**src/tht_pkg.sv**
```systemverilog
package tht_pkg;

	localparam int OP_W       = 3;
	localparam int SEQ_W      = 32;
	localparam int TIME_W     = 32;
	localparam int STATE_W    = 3;
	localparam int OUT_CNT_W  = 16;
	localparam int TIMEOUT_W  = 16;
	localparam int CNT_BITS_DEF = 16;
	localparam logic [TIMEOUT_W-1:0] TIMEOUT_RST = 16'd60;

	typedef enum logic [OP_W-1:0] {
		OP_OPEN   = 3'd0,
		OP_SYN    = 3'd1,
		OP_SYNACK = 3'd2,
		OP_ACK    = 3'd3,
		OP_RST    = 3'd4,
		OP_TICK   = 3'd5
	} op_t;

	typedef enum logic [STATE_W-1:0] {
		ST_CLOSED      = 3'd0,
		ST_LISTEN      = 3'd1,
		ST_SYN_SENT    = 3'd2,
		ST_SYN_RECV    = 3'd3,
		ST_ESTABLISHED = 3'd4
	} side_state_t;

endpackage

```
**src/tht_in_if.sv**
```systemverilog
interface tht_in_if;
	import tht_pkg::*;

	logic                valid;
	logic                ready;
	logic [OP_W-1:0]     op;
	logic                from_initiator;
	logic [SEQ_W-1:0]    seq_number;
	logic [SEQ_W-1:0]    ack_number;
	logic [TIME_W-1:0]   now_seconds;

	modport source (
		output valid, op, from_initiator, seq_number, ack_number, now_seconds,
		input  ready
	);

	modport sink (
		input  valid, op, from_initiator, seq_number, ack_number, now_seconds,
		output ready
	);

endinterface

```
**src/tht_out_if.sv**
```systemverilog
interface tht_out_if;
	import tht_pkg::*;

	logic                 valid;
	logic                 ready;
	logic                 status;
	logic [STATE_W-1:0]   initiator_state;
	logic [STATE_W-1:0]   responder_state;
	logic                 established;
	logic                 closed;
	logic                 timed_out;
	logic [OUT_CNT_W-1:0] dup_syn_count;
	logic [OUT_CNT_W-1:0] dup_synack_count;
	logic [OUT_CNT_W-1:0] reset_count;

	modport source (
		output valid, status, initiator_state, responder_state, established, closed,
		       timed_out, dup_syn_count, dup_synack_count, reset_count,
		input  ready
	);

	modport sink (
		input  valid, status, initiator_state, responder_state, established, closed,
		       timed_out, dup_syn_count, dup_synack_count, reset_count,
		output ready
	);

endinterface

```
**src/tcp_handshake_tracker_unit.sv**
```systemverilog
// tcp handshake tracker for one observed connection
//
// in_ch takes one segment event per transfer (open, syn, synack, ack, rst or
// tick) with its direction, seq/ack numbers and time. out_ch returns one
// result per event: accept/error status, both side states, established and
// closed flags, idle timeout flag and the three saturating tallies.
// cfg_we/cfg_data write the idle timeout in seconds (reset value 60).
//
// pipeline: two register stages (input register, then state update into the
// result register).
// throughput: one event per cycle while out_ch does not stall; the state
// update loop through the session registers sets that figure.
//
// reset clears the session state, the tallies and both valid flags and
// reloads the timeout. when out_ch stalls, the finished result holds and
// one more event is taken into the input register; after that in_ch.ready
// drops until the result is taken.
module tcp_handshake_tracker_unit #(
	parameter int COUNTER_BITS = tht_pkg::CNT_BITS_DEF
) (
	input  logic                           clk,
	input  logic                           arst_n,
	input  logic                           cfg_we,
	input  logic [tht_pkg::TIMEOUT_W-1:0]  cfg_data,
	tht_in_if.sink                         in_ch,
	tht_out_if.source                      out_ch
);
	import tht_pkg::*;

	// input register
	logic               valid_s1;
	logic [OP_W-1:0]    op_s1;
	logic               from_init_s1;
	logic [SEQ_W-1:0]   seq_s1;
	logic [SEQ_W-1:0]   ack_s1;
	logic [TIME_W-1:0]  now_s1;

	// session state
	side_state_t             side_q      [2];
	logic [SEQ_W-1:0]        first_seq_q [2];
	logic [SEQ_W-1:0]        last_seq_q  [2];
	logic [SEQ_W-1:0]        first_ack_q [2];
	logic [SEQ_W-1:0]        last_ack_q  [2];
	logic [TIME_W-1:0]       last_seen_q;
	logic [COUNTER_BITS-1:0] dup_syn_q;
	logic [COUNTER_BITS-1:0] dup_synack_q;
	logic [COUNTER_BITS-1:0] rst_cnt_q;
	logic [TIMEOUT_W-1:0]    timeout_q;

	// next state
	side_state_t             side_d      [2];
	logic [SEQ_W-1:0]        first_seq_d [2];
	logic [SEQ_W-1:0]        last_seq_d  [2];
	logic [SEQ_W-1:0]        first_ack_d [2];
	logic [SEQ_W-1:0]        last_ack_d  [2];
	logic [TIME_W-1:0]       last_seen_d;
	logic [COUNTER_BITS-1:0] dup_syn_d;
	logic [COUNTER_BITS-1:0] dup_synack_d;
	logic [COUNTER_BITS-1:0] rst_cnt_d;
	logic                    err;
	logic                    timed_out_d;

	logic               out_valid_q;
	logic               advance;
	logic               self_i;
	logic               peer_i;
	logic [SEQ_W-1:0]   peer_next;
	logic [TIME_W-1:0]  elapsed;

	assign advance     = valid_s1 && (!out_valid_q || out_ch.ready);
	assign in_ch.ready = !valid_s1 || advance;

	assign self_i    = ~from_init_s1;
	assign peer_i    = from_init_s1;
	assign peer_next = last_seq_q[peer_i] + SEQ_W'(1);

	always_comb begin
		side_d       = side_q;
		first_seq_d  = first_seq_q;
		last_seq_d   = last_seq_q;
		first_ack_d  = first_ack_q;
		last_ack_d   = last_ack_q;
		last_seen_d  = last_seen_q;
		dup_syn_d    = dup_syn_q;
		dup_synack_d = dup_synack_q;
		rst_cnt_d    = rst_cnt_q;
		err          = 1'b0;

		case (op_t'(op_s1))
			OP_OPEN: begin
				side_d       = '{ST_CLOSED, ST_CLOSED};
				first_seq_d  = '{'0, '0};
				last_seq_d   = '{'0, '0};
				first_ack_d  = '{'0, '0};
				last_ack_d   = '{'0, '0};
				last_seen_d  = now_s1;
				dup_syn_d    = '0;
				dup_synack_d = '0;
				rst_cnt_d    = '0;
			end
			OP_SYN: begin
				last_seen_d = now_s1;
				case (side_q[self_i])
					ST_CLOSED: begin
						side_d[self_i]      = ST_SYN_SENT;
						side_d[peer_i]      = ST_LISTEN;
						first_seq_d[self_i] = seq_s1;
						last_seq_d[self_i]  = seq_s1;
						first_ack_d[self_i] = ack_s1;
						last_ack_d[self_i]  = ack_s1;
					end
					ST_LISTEN: begin
						if (ack_s1 != peer_next) begin
							err = 1'b1;
						end else begin
							side_d[self_i]      = ST_SYN_SENT;
							first_seq_d[self_i] = seq_s1;
							last_seq_d[self_i]  = seq_s1;
							first_ack_d[self_i] = ack_s1;
							last_ack_d[self_i]  = ack_s1;
						end
					end
					ST_SYN_SENT: begin
						if (seq_s1 == first_seq_q[self_i] && ack_s1 == first_ack_q[self_i]) begin
							if (dup_syn_q != '1)
								dup_syn_d = dup_syn_q + COUNTER_BITS'(1);
						end else begin
							err = 1'b1;
						end
					end
					default: err = 1'b1;
				endcase
			end
			OP_SYNACK: begin
				last_seen_d = now_s1;
				case (side_q[self_i])
					ST_LISTEN: begin
						if (ack_s1 != peer_next) begin
							err = 1'b1;
						end else begin
							side_d[self_i]      = ST_SYN_RECV;
							first_seq_d[self_i] = seq_s1;
							last_seq_d[self_i]  = seq_s1;
							first_ack_d[self_i] = ack_s1;
							last_ack_d[self_i]  = ack_s1;
						end
					end
					ST_SYN_SENT: begin
						if (seq_s1 == last_seq_q[self_i] && ack_s1 == peer_next) begin
							side_d[self_i]     = ST_SYN_RECV;
							last_ack_d[self_i] = ack_s1;
						end else begin
							err = 1'b1;
						end
					end
					ST_SYN_RECV: begin
						if (seq_s1 == last_seq_q[self_i] && ack_s1 == last_ack_q[self_i]) begin
							if (dup_synack_q != '1)
								dup_synack_d = dup_synack_q + COUNTER_BITS'(1);
						end else begin
							err = 1'b1;
						end
					end
					default: err = 1'b1;
				endcase
			end
			OP_ACK: begin
				last_seen_d = now_s1;
				// the match conditions reject here, accepting everything else
				case (side_q[self_i])
					ST_SYN_SENT: begin
						if (seq_s1 == last_seq_q[self_i] && ack_s1 == peer_next) begin
							err = 1'b1;
						end else begin
							side_d             = '{ST_ESTABLISHED, ST_ESTABLISHED};
							last_ack_d[self_i] = ack_s1;
						end
					end
					ST_SYN_RECV: begin
						if (seq_s1 == last_seq_q[self_i] + SEQ_W'(1) && ack_s1 == peer_next) begin
							err = 1'b1;
						end else begin
							side_d             = '{ST_ESTABLISHED, ST_ESTABLISHED};
							last_seq_d[self_i] = seq_s1;
							last_ack_d[self_i] = ack_s1;
						end
					end
					ST_ESTABLISHED: err = 1'b0;
					default:        err = 1'b1;
				endcase
			end
			OP_RST: begin
				last_seen_d = now_s1;
				side_d      = '{ST_CLOSED, ST_CLOSED};
				if (rst_cnt_q != '1)
					rst_cnt_d = rst_cnt_q + COUNTER_BITS'(1);
			end
			default: err = 1'b0;
		endcase
	end

	assign elapsed     = now_s1 - last_seen_d;
	assign timed_out_d = (now_s1 >= last_seen_d) &&
		(elapsed >= TIME_W'(timeout_q));

	always_ff @(posedge clk or negedge arst_n) begin
		if (!arst_n) begin
			valid_s1 <= 1'b0;
		end else if (in_ch.ready) begin
			valid_s1 <= in_ch.valid;
		end
	end

	always_ff @(posedge clk) begin
		if (in_ch.valid && in_ch.ready) begin
			op_s1        <= in_ch.op;
			from_init_s1 <= in_ch.from_initiator;
			seq_s1       <= in_ch.seq_number;
			ack_s1       <= in_ch.ack_number;
			now_s1       <= in_ch.now_seconds;
		end
	end

	always_ff @(posedge clk or negedge arst_n) begin
		if (!arst_n) begin
			timeout_q <= TIMEOUT_RST;
		end else if (cfg_we) begin
			timeout_q <= cfg_data;
		end
	end

	always_ff @(posedge clk or negedge arst_n) begin
		if (!arst_n) begin
			side_q       <= '{ST_CLOSED, ST_CLOSED};
			first_seq_q  <= '{'0, '0};
			last_seq_q   <= '{'0, '0};
			first_ack_q  <= '{'0, '0};
			last_ack_q   <= '{'0, '0};
			last_seen_q  <= '0;
			dup_syn_q    <= '0;
			dup_synack_q <= '0;
			rst_cnt_q    <= '0;
		end else if (advance) begin
			side_q       <= side_d;
			first_seq_q  <= first_seq_d;
			last_seq_q   <= last_seq_d;
			first_ack_q  <= first_ack_d;
			last_ack_q   <= last_ack_d;
			last_seen_q  <= last_seen_d;
			dup_syn_q    <= dup_syn_d;
			dup_synack_q <= dup_synack_d;
			rst_cnt_q    <= rst_cnt_d;
		end
	end

	always_ff @(posedge clk or negedge arst_n) begin
		if (!arst_n) begin
			out_valid_q <= 1'b0;
		end else if (advance) begin
			out_valid_q <= 1'b1;
		end else if (out_ch.ready) begin
			out_valid_q <= 1'b0;
		end
	end

	// result register
	always_ff @(posedge clk) begin
		if (advance) begin
			out_ch.status           <= err;
			out_ch.initiator_state  <= side_d[0];
			out_ch.responder_state  <= side_d[1];
			out_ch.established      <= (side_d[0] == ST_ESTABLISHED) &&
				(side_d[1] == ST_ESTABLISHED);
			out_ch.closed           <= (side_d[0] == ST_CLOSED) && (side_d[1] == ST_CLOSED);
			out_ch.timed_out        <= timed_out_d;
			out_ch.dup_syn_count    <= OUT_CNT_W'(dup_syn_d);
			out_ch.dup_synack_count <= OUT_CNT_W'(dup_synack_d);
			out_ch.reset_count      <= OUT_CNT_W'(rst_cnt_d);
		end
	end

	assign out_ch.valid = out_valid_q;

`ifndef SYNTH
	// with no result pending, the input register is always ready to take an item
	a_ready_when_out_empty: assert property (@(posedge clk) disable iff (!arst_n)
		!out_valid_q |-> in_ch.ready)
		else $error("input stalled with no result pending");

	a_rst_closes: assert property (@(posedge clk) disable iff (!arst_n)
		(advance && op_s1 == OP_RST) |=> (out_ch.closed && !out_ch.status))
		else $error("rst did not close both sides");

	a_rst_tally_mono: assert property (@(posedge clk) disable iff (!arst_n)
		(advance && op_s1 != OP_OPEN) |=> (rst_cnt_q >= $past(rst_cnt_q)))
		else $error("rst tally went down without open");

	a_flags_exclusive: assert property (@(posedge clk) disable iff (!arst_n)
		out_valid_q |-> !(out_ch.established && out_ch.closed))
		else $error("established and closed both set");

	a_segment_timeout: assert property (@(posedge clk) disable iff (!arst_n)
		(advance && (op_s1 == OP_SYN || op_s1 == OP_ACK || op_s1 == OP_RST))
		|=> (out_ch.timed_out == ($past(timeout_q) == '0)))
		else $error("segment event timeout flag wrong");
`endif

endmodule
```
**src/flat_wrapper.sv**
```systemverilog
// flat-port wrapper written by rule: the top's interface ports become plain ports
module tcp_handshake_tracker_unit_flat import tht_pkg::*;
#(
	parameter int COUNTER_BITS = tht_pkg::CNT_BITS_DEF
)
  (clk, arst_n, cfg_we, cfg_data, in_ch_valid, in_ch_op, in_ch_from_initiator, in_ch_seq_number, in_ch_ack_number, in_ch_now_seconds, in_ch_ready, out_ch_valid, out_ch_status, out_ch_initiator_state, out_ch_responder_state, out_ch_established, out_ch_closed, out_ch_timed_out, out_ch_dup_syn_count, out_ch_dup_synack_count, out_ch_reset_count, out_ch_ready);
  tht_in_if in_ch_i ();
  tht_out_if out_ch_i ();
  input  logic clk;
  input  logic arst_n;
  input  logic cfg_we;
  input  logic [tht_pkg::TIMEOUT_W-1:0] cfg_data;
  input wire logic [$bits(in_ch_i.valid)-1:0] in_ch_valid;
  input wire logic [$bits(in_ch_i.op)-1:0] in_ch_op;
  input wire logic [$bits(in_ch_i.from_initiator)-1:0] in_ch_from_initiator;
  input wire logic [$bits(in_ch_i.seq_number)-1:0] in_ch_seq_number;
  input wire logic [$bits(in_ch_i.ack_number)-1:0] in_ch_ack_number;
  input wire logic [$bits(in_ch_i.now_seconds)-1:0] in_ch_now_seconds;
  output wire logic [$bits(in_ch_i.ready)-1:0] in_ch_ready;
  output wire logic [$bits(out_ch_i.valid)-1:0] out_ch_valid;
  output wire logic [$bits(out_ch_i.status)-1:0] out_ch_status;
  output wire logic [$bits(out_ch_i.initiator_state)-1:0] out_ch_initiator_state;
  output wire logic [$bits(out_ch_i.responder_state)-1:0] out_ch_responder_state;
  output wire logic [$bits(out_ch_i.established)-1:0] out_ch_established;
  output wire logic [$bits(out_ch_i.closed)-1:0] out_ch_closed;
  output wire logic [$bits(out_ch_i.timed_out)-1:0] out_ch_timed_out;
  output wire logic [$bits(out_ch_i.dup_syn_count)-1:0] out_ch_dup_syn_count;
  output wire logic [$bits(out_ch_i.dup_synack_count)-1:0] out_ch_dup_synack_count;
  output wire logic [$bits(out_ch_i.reset_count)-1:0] out_ch_reset_count;
  input wire logic [$bits(out_ch_i.ready)-1:0] out_ch_ready;
  assign in_ch_i.valid = in_ch_valid;
  assign in_ch_i.op = in_ch_op;
  assign in_ch_i.from_initiator = in_ch_from_initiator;
  assign in_ch_i.seq_number = in_ch_seq_number;
  assign in_ch_i.ack_number = in_ch_ack_number;
  assign in_ch_i.now_seconds = in_ch_now_seconds;
  assign in_ch_ready = in_ch_i.ready;
  assign out_ch_valid = out_ch_i.valid;
  assign out_ch_status = out_ch_i.status;
  assign out_ch_initiator_state = out_ch_i.initiator_state;
  assign out_ch_responder_state = out_ch_i.responder_state;
  assign out_ch_established = out_ch_i.established;
  assign out_ch_closed = out_ch_i.closed;
  assign out_ch_timed_out = out_ch_i.timed_out;
  assign out_ch_dup_syn_count = out_ch_i.dup_syn_count;
  assign out_ch_dup_synack_count = out_ch_i.dup_synack_count;
  assign out_ch_reset_count = out_ch_i.reset_count;
  assign out_ch_i.ready = out_ch_ready;
  tcp_handshake_tracker_unit #(.COUNTER_BITS(COUNTER_BITS)) u_core (.clk(clk), .arst_n(arst_n), .cfg_we(cfg_we), .cfg_data(cfg_data), .in_ch(in_ch_i), .out_ch(out_ch_i));
endmodule
```
**config.mk**
```make
export PLATFORM = sky130hd
export DESIGN_NAME = tcp_handshake_tracker_unit_flat
export DESIGN_NICKNAME = d
export VERILOG_FILES = /design/src/tht_pkg.sv /design/src/tht_in_if.sv /design/src/tht_out_if.sv /design/src/tcp_handshake_tracker_unit.sv /design/src/flat_wrapper.sv
export SDC_FILE = /design/constraint.sdc
export NUM_CORES = 1
export LEC_CHECK = 0
export ABC_CLOCK_PERIOD_IN_PS = 7500
export BUFFER_PORTS_ARGS = -buffer_cell sky130_fd_sc_hd__buf_2
export CORE_MARGIN = 4
export CORE_UTILIZATION = 58
export DETAILED_ROUTE_END_ITERATION = 16
export HOLD_SLACK_MARGIN = 0.12
export MAX_ROUTING_LAYER = met4
export PLACE_DENSITY = 0.87
export RECOVER_POWER = 25
export SLEW_MARGIN = 20
export SYNTH_ARGS = -nofsm -noshare
export SYNTH_HDL_FRONTEND = slang
export SYNTH_SLANG_ARGS = --single-unit
```
**constraint.sdc**
```tcl
create_clock -name clk -period 7.5 [get_ports clk]
set_input_delay 0.75 -clock clk [delete_from_list [all_inputs] [get_ports clk]]
set_output_delay 0.75 -clock clk [all_outputs]
set_load 0.005 [all_outputs]
```
==> results of run 1 <==
## worst max-delay path, stage by stage (launching register included)
cell,delay [ps]
edfxtp_1,580
or2_2,420
and2_1,320
nand2_1,120
o21ai_0,110
ha_1,250
nor2b_1,170
o2111ai_1,150
a21boi_0,280
o22ai_1,130
a211oi_1,340
o21ai_0,180
a21boi_0,250
nor2_1,80
xnor2_1,130
ha_1,180
a221oi_1,230
o21ai_0,140
nor3_1,210
o2111ai_1,150
nor4_1,210
o2111ai_1,180
nor4_1,280
nand4_1,120
nor4_1,280
a31oi_1,120
## cell families (layout without fill, tap and decap cells)
family / count (synthesis) / in the layout
buffers and inverters: 399 / 411
xor gates and xnor gates: 238 / 238
and+or+nand+nor: 1264 / 1264
muxes: 212 / 212
DFF: 518 / 518
AOI/OAI and AO/OA: 1030 / 1030
adders and majority gates: 56 / 56
other: 0 / 3
## sequential cells by signal (all words and copies together) (netlist names), 16 cells and up
register                        cells
u_core.first_ack_q                 64
u_core.first_seq_q                 64
u_core.last_ack_q                  64
u_core.last_seq_q                  64
u_core.ack_s1                      32
u_core.last_seen_q                 32
u_core.now_s1                      32
u_core.seq_s1                      32
u_core.dup_syn_q                   16
u_core.dup_synack_q                16
u_core.out_ch.dup_syn_count        16
u_core.out_ch.dup_synack_count     16
u_core.out_ch.reset_count          16
u_core.rst_cnt_q                   16
u_core.timeout_q                   16
## layer usage
layer,track usage (%),up-vias,routed length [um]
met5,-,-,0
met4,13.7,0,4470
met3,5.53,295,8730
met2,48.0,1469,43500
met1,40.6,13700,36900
li1,-,13100,-
## power by group through the flow
stage	Combinational, mW	Sequential [mW]	Clock [mW]
6_report	1.48	3.45	2.81
5_1_grt	1.64	3.48	2.96
4_1_cts	1.47	3.44	2.84
3_5_place_dp	1.46	3.49	0
3_3_place_gp	1.42	3.48	0
2_1_floorplan	1.13	3.37	0
## layout make-up
cell class | instances | area share (%)
inverters | 90 | 0.961
repair buffers | 217 | 3.43
clock inverters | 30 | 0.865
well taps | 748 | 2.65
diodes | 3 | 0.0213
multi-input cells | 2800 | 48.7
flip-flops and latches | 518 | 39.0
clock buffers | 74 | 4.42
## cells in the final DEF, fill, tap and decap left out, types with 19 or more instances in the layout
cell type,n
nand4b_1,19
clkbuf_16,56
dfrtp_1,356
nand4_1,50
nor4_1,45
buf_4,33
mux2_2,20
xor2_1,41
buf_2,164
nor3_1,26
nor2_1,318
inv_1,89
nor3b_1,36
mux2i_1,190
ha_1,50
edfxtp_1,158
and3_1,25
a21oi_1,302
nand2_1,539
o21ai_0,458
a2111oi_2,21
clkbuf_1,25
o31ai_1,26
a2111oi_1,32
xnor2_1,196
nand3_1,65
## worst max-delay path by stage
stage	startpoint	to	slack (ps)
finish	u_core.op_s1[1]	u_core.out_ch.timed_out	1630
floorplan	u_core.op_s1[2]	u_core.out_ch.timed_out	2120
detailed placement	u_core.op_s1[1]	u_core.out_ch.timed_out	1780
CTS	u_core.op_s1[1]	u_core.out_ch.timed_out	1760
global placement	u_core.op_s1[1]	u_core.out_ch.timed_out	1870
global route	u_core.op_s1[1]	u_core.out_ch.timed_out	930
==> flow_summary.toml, run 1 <==
[place]
dp.cells = 4373
io_buffers = 180
dp_hpwl_um = 61600
placed_area_sq_um = 33400
gp_congestion = 1.02
dpl_worst_slack_ps = 1780

[yosys]
syn-instance-count = 3717
synthAdderAreaFrac_pct = 2.13
yosysTopAreaCell = "dfrtp_1"
synthTopCellsByCount = "nand2_1, o21ai_0, dfrtp_1, nor2_1, a21oi_1"
netlist.area_leader.share_pct = 27.3
synth_top_family_by_area = "compound AO/OA/AOI/OAI gates"
synthArstFlopShare_pct = 69.5
synthDistinctLibCells = 103
synth_compound_area_share_pct = 19.0
synth_mux_area_share_pct = 6.59
synth_xor_area_share_pct = 6.42
synth-seq-area-share_pct = 42.1
netlist_area_sq_um = 32700
synthesis.nets = 3889
ys.warnings.count = 0
synth_simple_gate_area_share_pct = 18.1
synth-edff-count = 158
synth-seq-cells = 518
netlist_top_cells_area = "dfrtp_1, edfxtp_1, o21ai_0, nand2_1, mux2i_1"
yosysMostFrequentCell = "nand2_1"
syn_avg_cell_area_sq_um = 8.79
synth_ff_type = "dfrtp_1"

[power_and_ir_drop]
swShare_pct = 30.7
intPower_mw = 5.37
ir_drop_uv = 204
p_clk_share_pct = 36.3
p_leak_nw = 14.8
p_comb_share_pct = 19.1
p_seq_share_pct = 44.6
power_switching_mw = 2.37
powerDensity_nw_per_um2 = 220
p_total_mw = 7.75

[timing]
timing.hold.ws_ps = 284
finalCriticalPeriod_ps = 5870
clock_skew_ps = 24.3
rsz0062_at_grt = "no"
tns_ps = 0
tightest_slew_ps = 5710
slew_headroom_pct = -281
timing.final.crit_share_pct = 78.2
finalHoldViolations = 0
finalWorstSetupSlack_ps = 1630
clock.fmax_ghz = 0.170
setup_viol = 0
final_max_slew_viol_count = 102

[floorplan]
die_area_sq_um = 60200
die_h_um = 245
num_rows = 86
boundaryPins = 181
initial_core_util_pct = 59.0
die_w_um = 245
core_area_sq_um = 55400

[drt]
wl_per_cell_um = 20.9
vias_per_cell = 6.38
vias = 28600
ant_nets = 0
initialDrtViolationCount = 3424
first_pass_iters = 8
route.detailed.drc = 0
routed_wirelength_um = 93600

[worst_setup_path]
r2r_start = "u_core.op_s1[1]"
worstPathMaxFanout = 14
critPathArrivalTime_ps = 6250
critPathRequiredTime_ps = 7880
endpoint_kind = "flop"
worstReg2RegEnd = "u_core.out_ch.timed_out"
start_kind = "flop"
setup.worst_path.class = "reg2reg"
rr_worst_depth = 25
rrSetupSlack_ps = 1630

[clocking]
cts_num_sinks = 518
post-cts-setup-buffers = 0
holdBufCountCts = 0
clock_path_buffers = 3
cts_resized = 0
cts_buffers = 55
htree_levels = 2
clkLatencyLatePin_ps = 640
cts-root-buf = "clkbuf_16"
tritoncts = "done"
clk_pin_slew_ps = 60

[status]
violations = "capacitance limit, slew limit"
status = "finished, violations left"

[cells_and_area]
utilization_pct = 63.7
n_fill_cell = 4445
final_area_sq_um = 35300
multi_input_area_sq_um = 17200
final_layout_size_suffix_gt1_share_pct = 10.8
fin_cells = 4480
seqCellArea_sq_um = 13800
nets = 3854
syn2layout_area_growth_pct = 8.00

[grt]
grt_usage_pct = 31.1
antenna_found_initial = 3
grt-ovfl-total = 0
grt_pass1_vias = 27200
grt_pass1_wl_um = 148000
grt_max_degree = 121

[min_path]
worstHoldStart = "in_ch_now_seconds[22]"
hold_path_end = "u_core.now_s1[22]"
min_path_cells = 1
min_path_type = "in2reg"

[job]
cap_violations = 1
Note: power is estimated with default switching activity, not from simulation.
==> run 2, diff against run 1 <==
ABC_CLOCK_PERIOD_IN_PS = 5100   (was 7500)
CORE_UTILIZATION = 56   (was 58)
PLACE_DENSITY = 0.88   (was 0.87)
clock period = 5.1 ns   (was 7.5 ns; I/O delays follow)
==> flow_summary.toml, run 2 (synthesis results as in run 1) <==
[status]
violations = "capacitance limit, slew limit, setup timing"
status = "finished, violations left"

[timing]
final_max_slew_viol_count = 71
timing.final.crit_share_pct = 102
slew_headroom_pct = -137
tns_ps = -112
rsz0062_at_grt = "yes"
finalCriticalPeriod_ps = 5210
setup_viol = 1
tightest_slew_ps = 3550
finalWorstSetupSlack_ps = -112
finalHoldViolations = 0
clock_skew_ps = 26.9
clock.fmax_ghz = 0.192

[clocking]
htree_levels = 2
clk_pin_slew_ps = 60
cts_num_sinks = 518
cts_buffers = 55
clkLatencyLatePin_ps = 630
tritoncts = "done"
clock_path_buffers = 3
cts-root-buf = "clkbuf_16"

[drt]
ant_nets = 0
vias = 30100
wl_per_cell_um = 21.4
route.detailed.drc = 0
vias_per_cell = 6.43
initialDrtViolationCount = 4261
first_pass_iters = 7
routed_wirelength_um = 100000

[grt]
grt-ovfl-total = 0
grt_usage_pct = 31.5
grt_max_degree = 109
grt_pass1_vias = 28800
grt_pass1_wl_um = 156000
antenna_found_initial = 1

[place]
io_buffers = 180
gp_congestion = 1.01
dp_hpwl_um = 64400
placed_area_sq_um = 34300

[power_and_ir_drop]
ir_drop_uv = 347
p_leak_nw = 15.8
powerDensity_nw_per_um2 = 319

[floorplan]
boundaryPins = 181
die_w_um = 250
initial_core_util_pct = 56.6
die_h_um = 250
num_rows = 88
die_area_sq_um = 62300
core_area_sq_um = 57700

[cells_and_area]
final_common_cell = "nand2_1"
n_fill_cell = 4375
layout_common_cells = "nand2_1, o21ai_0, dfrtp_1"
nets = 4047
final_layout_size_suffix_gt1_share_pct = 13.3
final_area_sq_um = 37700
syn2layout_area_growth_pct = 15.3

[min_path]
min_path_type = "in2reg"

[worst_setup_path]
endpoint_kind = "flop"
critPathRequiredTime_ps = 5460
critPathArrivalTime_ps = 5570
setup.worst_path.class = "reg2reg"
worstPathMaxFanout = 6
start_kind = "flop"

[job]
cap_violations = 1
==> run 2: cell count changes in the layout (fill, tap and decap cells not counted), moves of 7 or more <==
| cell | change |
|---|---|
| dlygate4sd3_1 | +110 |
| a21oi_2 | +7 |
| buf_2 | -8 |
| buf_4 | +58 |
| buf_12 | +20 |
| a21oi_1 | -8 |
| mux2i_1 | -7 |
==> run 2: final timing paths <==
path	cells past startpoint	start	slack, ps	end
worst min register to register	2	u_core.last_seen_q[19]	490	u_core.last_seen_q[19]
min in group asynchronous	2	arst_n	1840	u_core.last_seq_q[59]
max in group asynchronous	3	arst_n	820	u_core.last_seq_q[43]
worst max register to register	24	u_core.op_s1[0]	-110	u_core.out_ch.timed_out
worst max-delay path	24	u_core.op_s1[0]	-110	u_core.out_ch.timed_out
worst min-delay path	3	cfg_data[6]	130	u_core.timeout_q[6]
==> run 2: critical path: stages (launching register included) <==
cell       delay, ps
edfxtp_1         420
buf_6            150
o21ai_4          130
buf_12           160
buf_6            140
mux2i_4          270
ha_4             240
buf_4            150
a21oi_2          130
nor2b_1           70
a311o_1          390
a22o_1           240
a21o_1           210
a21oi_2          170
xnor2_1          150
ha_1             290
nor2b_1          150
o21ai_1          170
o21ai_0          130
nor4_2           150
o2111ai_1        170
nor4_1           330
nand4_1          150
nor4_2           290
a31oi_1          100
==> run 2: layout make-up <==
type	count	area (sq um)	share of cell area (%)
Antenna cell	1	2.50	0.00664
Clock buffer	73	1530	4.05
Clock inverter	31	440	1.17
Inverter	90	339	0.900
Multi-Input combinational cell	2800	17500	46.4
Sequential cell	518	13800	36.5
Tap cell	765	957	2.54
Timing Repair Buffer	410	3200	8.48
==> run 2: power by group <==
group          total [mW]  internal [mW]  switching (mW)
Clock                4.39           2.62            1.77
Combinational        2.54           1.04            1.50
Sequential           5.08           4.70           0.389
==> run 2: what timing repair did <==
| item | 4_1_cts | 5_1_grt |
|---|---|---|
| pin swaps | 7 | 33 |
| gates cloned | 0 | 0 |
| hold buffers | 110 | 0 |
| setup endpoints to repair | 1 | 1 |
| buffers inserted | 2 | 2 |
| gates resized for setup | 17 | 47 |
| hold endpoints to repair | 175 | 0 |
==> run 2: per-layer routing <==
layer	global-route usage [%]	wire length [um]	up-vias
li1	-	-	13500
met5	-	0	-
met2	48.4	46100	1816
met1	40.1	38400	14400
met3	6.09	9800	447
met4	16.0	5920	0
==> run 2: through the flow <==
stage	worst slack, ps	power, mW	cells	hold slack [ps]	util (%)
after CTS	9.34	11.9	4685	121	64.9
after detailed placement	-309	7.40	4469	468	59.5
final	-112	12.0	4688	132	65.3
after floorplan	-0.774	6.62	3717	214	-
after global placement	-69.2	7.30	4469	460	59.5
after global routing	-280	12.5	4688	147	65.3
